**src/sv/template_match_counter_2d_unit_defines.svh**
```systemverilog
// Assertion macros for the template match counter.
// Included by the top level; compiled out when SYNTH is defined.
`ifndef TEMPLATE_MATCH_COUNTER_2D_UNIT_DEFINES_SVH
`define TEMPLATE_MATCH_COUNTER_2D_UNIT_DEFINES_SVH

`ifndef SYNTH
`define TMC2D_ASSERT_SAME(lbl, ante, cons) \
    lbl: assert property (@(posedge clk) disable iff (!rst_n) (ante) |-> (cons)) \
        else $error("same-cycle check failed");
`define TMC2D_ASSERT_NEXT(lbl, ante, cons) \
    lbl: assert property (@(posedge clk) disable iff (!rst_n) (ante) |=> (cons)) \
        else $error("next-cycle check failed");
`else
`define TMC2D_ASSERT_SAME(lbl, ante, cons)
`define TMC2D_ASSERT_NEXT(lbl, ante, cons)
`endif

`endif

```
**src/sv/tmc2d_pkg.sv**
```systemverilog
// Shared constants and types for the template match counter.
// No dependencies.
`timescale 1ns / 1ps

package tmc2d_pkg;

    localparam int MAX_IMAGE_ROWS    = 64;
    localparam int MAX_IMAGE_COLS    = 64;
    localparam int MAX_TEMPLATE_ROWS = 16;
    localparam int MAX_TEMPLATE_COLS = 16;

    localparam int IMG_ROW_W = $clog2(MAX_IMAGE_ROWS);
    localparam int IMG_COL_W = $clog2(MAX_IMAGE_COLS);
    localparam int TPL_ROW_W = $clog2(MAX_TEMPLATE_ROWS);
    localparam int TPL_COL_W = $clog2(MAX_TEMPLATE_COLS);
    localparam int IMG_SZ_W  = 7;
    localparam int TPL_SZ_W  = 5;
    localparam int IMG_AW    = IMG_ROW_W + IMG_COL_W;
    localparam int TPL_AW    = TPL_ROW_W + TPL_COL_W;

    localparam int MODE_W   = 2;
    localparam int COORD_W  = 6;
    localparam int PIXEL_W  = 8;
    localparam int COUNT_W  = 13;
    localparam int CFG_AW   = 2;
    localparam int CFG_DW   = 7;

    localparam logic [COUNT_W-1:0] COUNT_MAX = '1;

    localparam logic [MODE_W-1:0] MODE_TPL   = 2'd0;
    localparam logic [MODE_W-1:0] MODE_IMG   = 2'd1;
    localparam logic [MODE_W-1:0] MODE_COUNT = 2'd2;

    localparam logic [CFG_AW-1:0] REG_IMAGE_ROWS    = 2'd0;
    localparam logic [CFG_AW-1:0] REG_IMAGE_COLS    = 2'd1;
    localparam logic [CFG_AW-1:0] REG_TEMPLATE_ROWS = 2'd2;
    localparam logic [CFG_AW-1:0] REG_TEMPLATE_COLS = 2'd3;

    typedef struct packed {
        logic wr_en;
        logic start;
        logic zero;
        logic step;
    } cmd_t;

    typedef struct packed {
        logic fits;
        logic scan_end;
        logic out_busy;
    } status_t;

endpackage

```
**src/sv/tmc2d_ctrl.sv**
```systemverilog
// Controller FSM: accepts items, sequences the read/compare scan.
// Depends on tmc2d_pkg.
`timescale 1ns / 1ps

module tmc2d_ctrl
    import tmc2d_pkg::*;
(
    input  logic              clk,
    input  logic              rst_n,
    input  logic              in_valid,
    input  logic [MODE_W-1:0] in_mode,
    output logic              in_ready,
    input  status_t           status,
    output cmd_t              cmd
);

    localparam logic [1:0] ST_IDLE = 2'd0;
    localparam logic [1:0] ST_READ = 2'd1;
    localparam logic [1:0] ST_CMP  = 2'd2;

    logic [1:0] state_reg;
    logic [1:0] state_next;
    logic       accept;

    assign in_ready = (state_reg == ST_IDLE) && !(status.out_busy && in_mode == MODE_COUNT);
    assign accept   = in_valid && in_ready;

    always_comb
    begin
        state_next = state_reg;
        cmd        = '0;
        unique case (state_reg)
            ST_IDLE:
            begin
                cmd.wr_en = accept && (in_mode == MODE_TPL || in_mode == MODE_IMG);
                if (accept && in_mode == MODE_COUNT)
                begin
                    if (status.fits)
                    begin
                        cmd.start  = 1'b1;
                        state_next = ST_READ;
                    end
                    else
                    begin
                        cmd.zero = 1'b1;
                    end
                end
            end
            ST_READ:
            begin
                state_next = ST_CMP;
            end
            ST_CMP:
            begin
                cmd.step   = 1'b1;
                state_next = status.scan_end ? ST_IDLE : ST_READ;
            end
            default:
            begin
                state_next = ST_IDLE;
            end
        endcase
    end

    always_ff @(posedge clk or negedge rst_n)
    begin
        if (!rst_n)
        begin
            state_reg <= ST_IDLE;
        end
        else
        begin
            state_reg <= state_next;
        end
    end

endmodule

```
**config.mk**
```make
export PLATFORM = sky130hd
export DESIGN_NAME = tmc2d_ctrl
export DESIGN_NICKNAME = d
export VERILOG_FILES = /design/src/sv/template_match_counter_2d_unit_defines.svh /design/src/sv/tmc2d_pkg.sv /design/src/sv/tmc2d_ctrl.sv
export SDC_FILE = /design/constraint.sdc
export NUM_CORES = 1
export LEC_CHECK = 0
export BUFFER_PORTS_ARGS = -buffer_cell sky130_fd_sc_hd__buf_4
export CAP_MARGIN = 0
export CORE_AREA = 2 2 39 41
export DETAILED_ROUTE_END_ITERATION = 10
export DIE_AREA = 0 0 41 43
export SLEW_MARGIN = 40
export SYNTH_ARGS = -nofsm -noshare
export SYNTH_HDL_FRONTEND = slang
export SYNTH_SLANG_ARGS = --single-unit
```
**constraint.sdc**
```tcl
create_clock -name clk -period 2.69 [get_ports clk]
set_input_delay 0.4035 -clock clk [delete_from_list [all_inputs] [get_ports clk]]
set_output_delay 0.4035 -clock clk [all_outputs]
set_load 0.02 [all_outputs]
```
==> metrics.yaml, run 1 <==
synth_sequential_area_ratio_pct: 35.71
wirelength_um: 387
tritoncts_clock_tree: "built"
number_of_nets_in_the_synthesized_netlist: 22
die_area_um2: 1763
clock_group_share_of_total_power_pct: 51.7
drt_first_iter_violations: 2
status: "complete, no violations"
switching_power_w: 0.00003052
largest_register_ff_count: 2
first_global_vias: 170
static-leakage-power_nw: 0.1458
worst-endpoint-arrival_ps: 1450
hold_slack_ps: 398.1
switching_share_pct: 23.96
grt_first_pass_wirelength_um: 558
power.density_nw_per_um2: 450.6
comb_power_share_pct: 22.6
gr-usage-all-layers_pct: 5.216
ant_nets: 0
instances_no_fill: 46
cts.root.buffer_cell: "clkbuf_4"
synth.top_cell.area_share_pct: 35.71
global_route.overflow_total: 0
starting_utilization_of_the_core_area_pct: 10.13
worst_slew_pin_slew_ps: 250.8
worstSkewPairLatency_ps: 220
timing.critical_path.fanout_max: 5
nets: 40
syn-mean-instance-area_um2: 10.01
synth_area_leaders: "dfrtp_1 (36%), o41ai_2 (12%), nor4_1 (8.9%)"
core_um2: 1384
postLayoutCellArea_um2: 282.8
hold_viol_final: 0
fill_cells: 154
power.internal_w: 0.00009689
hold_path.class: "primary input to flop"
place_congestion: 0.4873
layout-drive-gt1-share_pct: 63.33
final.period_utilization_pct: 69.08
route.vias.total: 172
cts.reportedPaths.clkPinSlew_ps: 30
critPathRequiredTime_ps: 2290
grt_start_max_net_pins: 6
fin_skew_ps: 1.073
final-max-slew-violation-count: 0
cp-end-kind: "output pin"
highest_achievable_clock_rate_mhz: 538.2
fin_setup_tns_ps: 0
synth.ff_latch_count: 2
ios: 13
numPortBuffers: 12
synth_cells: 14
num_antenna_cells: 0
detailed_place.area_um2: 250.2
die_h_um: 43
mappedNetlistArea_um2: 140.1
critPathLaunchType: "flop"
crit_path_time_final_ps: 1858
synth_largest_area_cell: "dfrtp_1"
post-place-cells: 42
yosysWarnings: 0
cts_setup_buffers: 0
seq_power_share_pct: 25.7
timing_worst_setup_path_type: "flop to output pin"
post-route-worst-setup-slack_ps: 831.8
routed_via_density: 3.739
remaining_drc_errors: 0
routed_wire_length_per_instance_um: 8.413
die-width_um: 41
yosys_cell_types: 11
number_of_buffers_created_by_cts: 3
max-clock-path-buffers: 2
row_count: 14
cts_num_sinks: 2
slew_headroom_pct: 83.12
initial_antenna_violation_count: 0
report.final.setup_viol: 0
drt_pass1_iterations: 2
synth_to_final_area_change_pct: 101.8
timing.max_cap.violations: 0
cts.htree.levels: 1
max-vdd-ir-drop_uv: 82.64
grt_setup_unrepaired: "false"
worst_setup_slack_post_dpl_ps: 1031
worst max-delay path, stage by stage, from the launching register on:
cell	delay [ps]
dfrtp_1	410
or3b_4	430
nor4_1	200
buf_4	190
through the flow:
step / power (W) / utilization (%)
floorplan: 0.00004545 / -
global placement: 0.00006064 / 18.08
detailed placement: 0.00006090 / 18.08
CTS: 0.0001325 / 20.43
global route: 0.0001371 / 20.43
finish: 0.0001274 / 20.43
per-layer routing:
layer  vias up  global-route usage (%)  part of all wire [%]
met3         0                   3.141                    11
met5         -                       0                     0
li1         86                       -                     -
met1        79                   3.205                    37
met2         7                   8.438                    52
met4         0                   6.000                     0
cells in the final DEF (no fill, tap or decap), drive strengths merged:
cell         netlist  routed
nand2b             1       1
and2b              1       1
or3b               2       2
nor4               2       2
a311oi             1       1
dfrtp              2       2
buf                0      12
nor2               1       1
nor2b              1       1
inv                2       2
dlygate4sd3        0       1
clkbuf             0       3
o41ai              1       1
Yosys cell counts:
master,instances
nor4_1,2
o41ai_2,1
a311oi_1,1
nor2_1,1
nand2b_1,1
nor2b_1,1
dfrtp_1,2
and2b_2,1
or3b_4,1
or3b_2,1
inv_1,2
power by group through the flow:
stage           Clock, W  Combinational, W  Sequential [W]
2_1_floorplan          0         0.0000129       0.0000326
3_3_place_gp           0         0.0000277       0.0000329
3_5_place_dp           0         0.0000280       0.0000329
4_1_cts        0.0000707         0.0000292       0.0000326
5_1_grt        0.0000730         0.0000315       0.0000326
6_report       0.0000659         0.0000288       0.0000327
cell type report:
type,count,area [µm²],area share [%]
multi-input cells,10,82.58,29.20
clock buffers,3,22.52,7.965
inverters,2,7.507,2.655
repair buffers,13,100.1,35.40
well taps,16,20.02,7.080
flip-flops and latches,2,50.05,17.70
path summary, 6_finish.rpt:
check                                     to  slack, ps  cells after the start          from
min in group asynchronous       state_reg[0]        510                      2         rst_n
max in group asynchronous       state_reg[1]       2100                      2         rst_n
worst min register to register  state_reg[1]        510                      1  state_reg[1]
worst max-delay path                  cmd[2]        830                      3  state_reg[0]
worst min-delay path            state_reg[0]        400                      2     status[0]
worst max register to register  state_reg[0]       1530                      2  state_reg[0]
timing repair:
action                    CTS  global route
hold buffers                1             0
resized for setup           0             0
hold endpoints to repair    2             0
cells by family (layout without fill, tap and decap cells):
family | Yosys count | in the layout | share of synthesized area [%]
and+or+nand+nor | 8 | 8 | 41.07
AOI/OAI and AO/OA | 2 | 2 | 17.86
DFF | 2 | 2 | 35.72
buffers and inverters | 2 | 18 | 5.359
No activity file was read; power rests on OpenSTA's default activity.
==> run 2: changes to the inputs <==
==> constraint.sdc (replaced) <==
create_clock -name clk -period 1.9 [get_ports clk]
set_input_delay 0.285 -clock clk [delete_from_list [all_inputs] [get_ports clk]]
set_output_delay 0.285 -clock clk [all_outputs]
set_load 0.02 [all_outputs]
==> metrics.yaml, run 2 (synthesis results as in run 1) <==
status: "complete, no violations"
final.period_utilization_pct: 92.64
die_area_um2: 1763  # unchanged
hold_viol_final: 0  # unchanged
grt_first_pass_wirelength_um: 696  # +25%
cts_num_sinks: 2  # unchanged
core_um2: 1384  # unchanged
crit_path_time_final_ps: 1760
cts_setup_buffers: 0  # unchanged
cts.reportedPaths.clkPinSlew_ps: 30  # about the same
max-vdd-ir-drop_uv: 114.8  # +39%
final_util_pct: 20.43  # unchanged
num_antenna_cells: 0  # unchanged
ios: 13  # unchanged
place_congestion: 0.5278  # +8.3%
timing_worst_setup_path_type: "flop to output pin"
starting_utilization_of_the_core_area_pct: 10.13  # unchanged
max-clock-path-buffers: 2  # unchanged
row_count: 14  # unchanged
global_route.overflow_total: 0  # unchanged
mostFrequentLayoutCells: "buf_4 (12), clkbuf_4 (3), inv_1 (2), nor4_1 (2), dfrtp_1 (2)"
cp-end-kind: "output pin"
final-max-slew-violation-count: 0  # unchanged
postCtsResizedCells: 0  # unchanged
worstSkewPairLatency_ps: 220  # about the same
path_delay_family: "simple AND/OR/NAND/NOR gates"
cts.htree.levels: 1  # unchanged
sequential_cell_area_um2: 50.05  # unchanged
grt_setup_unrepaired: "false"
worst-endpoint-arrival_ps: 1480  # +30 ps
layout-drive-gt1-share_pct: 63.33  # unchanged
die_h_um: 43  # unchanged
drt_pass1_iterations: 2  # unchanged
route.vias.total: 166  # -3.5%
cts.root.buffer_cell: "clkbuf_4"
fin_setup_tns_ps: 0  # unchanged
drt_first_iter_violations: 2  # unchanged
ant_nets: 0  # unchanged
routed_via_density: 3.609  # -3.5%
power.density_nw_per_um2: 640.4  # +42%
path_cells: "or3b_4, nor4_1, buf_4"
post-place-cells: 42  # unchanged
first_global_vias: 190  # +12%
highest_achievable_clock_rate_mhz: 568.2
static-leakage-power_nw: 0.1458  # unchanged
critPathSlowestCell: "or3b_4"
worst_slew_pin_slew_ps: 272.6  # +21.74 ps
routed_wire_length_per_instance_um: 8.935  # +6.2%
report.final.setup_viol: 0  # unchanged
critPathLaunchType: "flop"
critical_path.max_stage_delay_ps: 430  # about the same
gr-usage-all-layers_pct: 6.814  # +1.6 points
grt_start_max_net_pins: 6  # unchanged
critPathRequiredTime_ps: 1620  # -670 ps
tritoncts_clock_tree: "built"
place.detailed.hpwl_um: 308.2
fill_cells: 162  # +5.2%
hold_path.class: "primary input to flop"
worst-path-buf-inv: 1  # unchanged
initial_antenna_violation_count: 0  # unchanged
die-width_um: 41  # unchanged
remaining_drc_errors: 0  # unchanged
nets: 40  # unchanged
multi_input_area_um2: 82.58  # unchanged
slew_headroom_pct: 81.66  # -1.5 points
fin_skew_ps: 1.261  # +0.1883 ps
timing.max_cap.violations: 0  # unchanged
synth_to_final_area_change_pct: 101.8  # unchanged
numPortBuffers: 12  # unchanged
instances_no_fill: 46  # unchanged
number_of_buffers_created_by_cts: 3  # unchanged
largest_register_ff_count: 2  # unchanged
wirelength_um: 411  # +6.2%
timing.critical_path.fanout_max: 5  # unchanged
layout_commonest_cell: "buf_4"
[run 2: metal layers]
layer  up-vias  track usage [%]  part of all wire [%]
li1         84                -                     -
met1        75            4.792                    30
met2         7            9.688                    58
met3         0            2.094                    11
met4         0            12.00                     0
met5         -                0                     0
[run 2: cell type report]
type | count | share of cell area (%)
repair buffers | 13 | 35.40
multi-input cells | 10 | 29.20
flip-flops and latches | 2 | 17.70
clock buffers | 3 | 7.965
well taps | 16 | 7.080
inverters | 2 | 2.655
[run 2: repair_timing]
item                                    in CTS  in global routing
endpoints found under the hold margin        2                  0
hold buffers                                 1                  0
endpoints found under the setup margin       0                  0
[run 2: path summary, 6_finish.rpt]
kind                         startpoint            to  slack (ps)  cells after the start
setup / recovery           state_reg[0]        cmd[2]         140                      3
hold / removal                status[0]  state_reg[0]         280                      2
max in group asynchronous         rst_n  state_reg[0]        1430                      2
hold reg to reg            state_reg[1]  state_reg[1]         500                      1
setup reg to reg           state_reg[0]  state_reg[0]         760                      2
min in group asynchronous         rst_n  state_reg[1]         380                      2
[run 2: power by group]
part           total [W]  switching [W]  internal (W)  leakage, nW
combinational  0.0000410      0.0000179     0.0000231        0.104
sequential     0.0000463     0.00000183     0.0000444       0.0276
clock          0.0000939      0.0000242     0.0000697       0.0138
total           0.000181      0.0000439      0.000137        0.146
[run 2: metrics by stage]
stage	worst slack, ps	cell area (µm²)	total power [W]	hold WS, ps
2_1_floorplan	183.5	140.1	0.00006435	-10.59
3_3_place_gp	421.6	250.2	0.00008613	68.61
3_5_place_dp	366.0	250.2	0.00008634	69.43
4_1_cts	103.7	282.8	0.0001885	269.7
5_1_grt	22.08	282.8	0.0001949	281.1
6_report	139.9	282.8	0.0001811	277.9
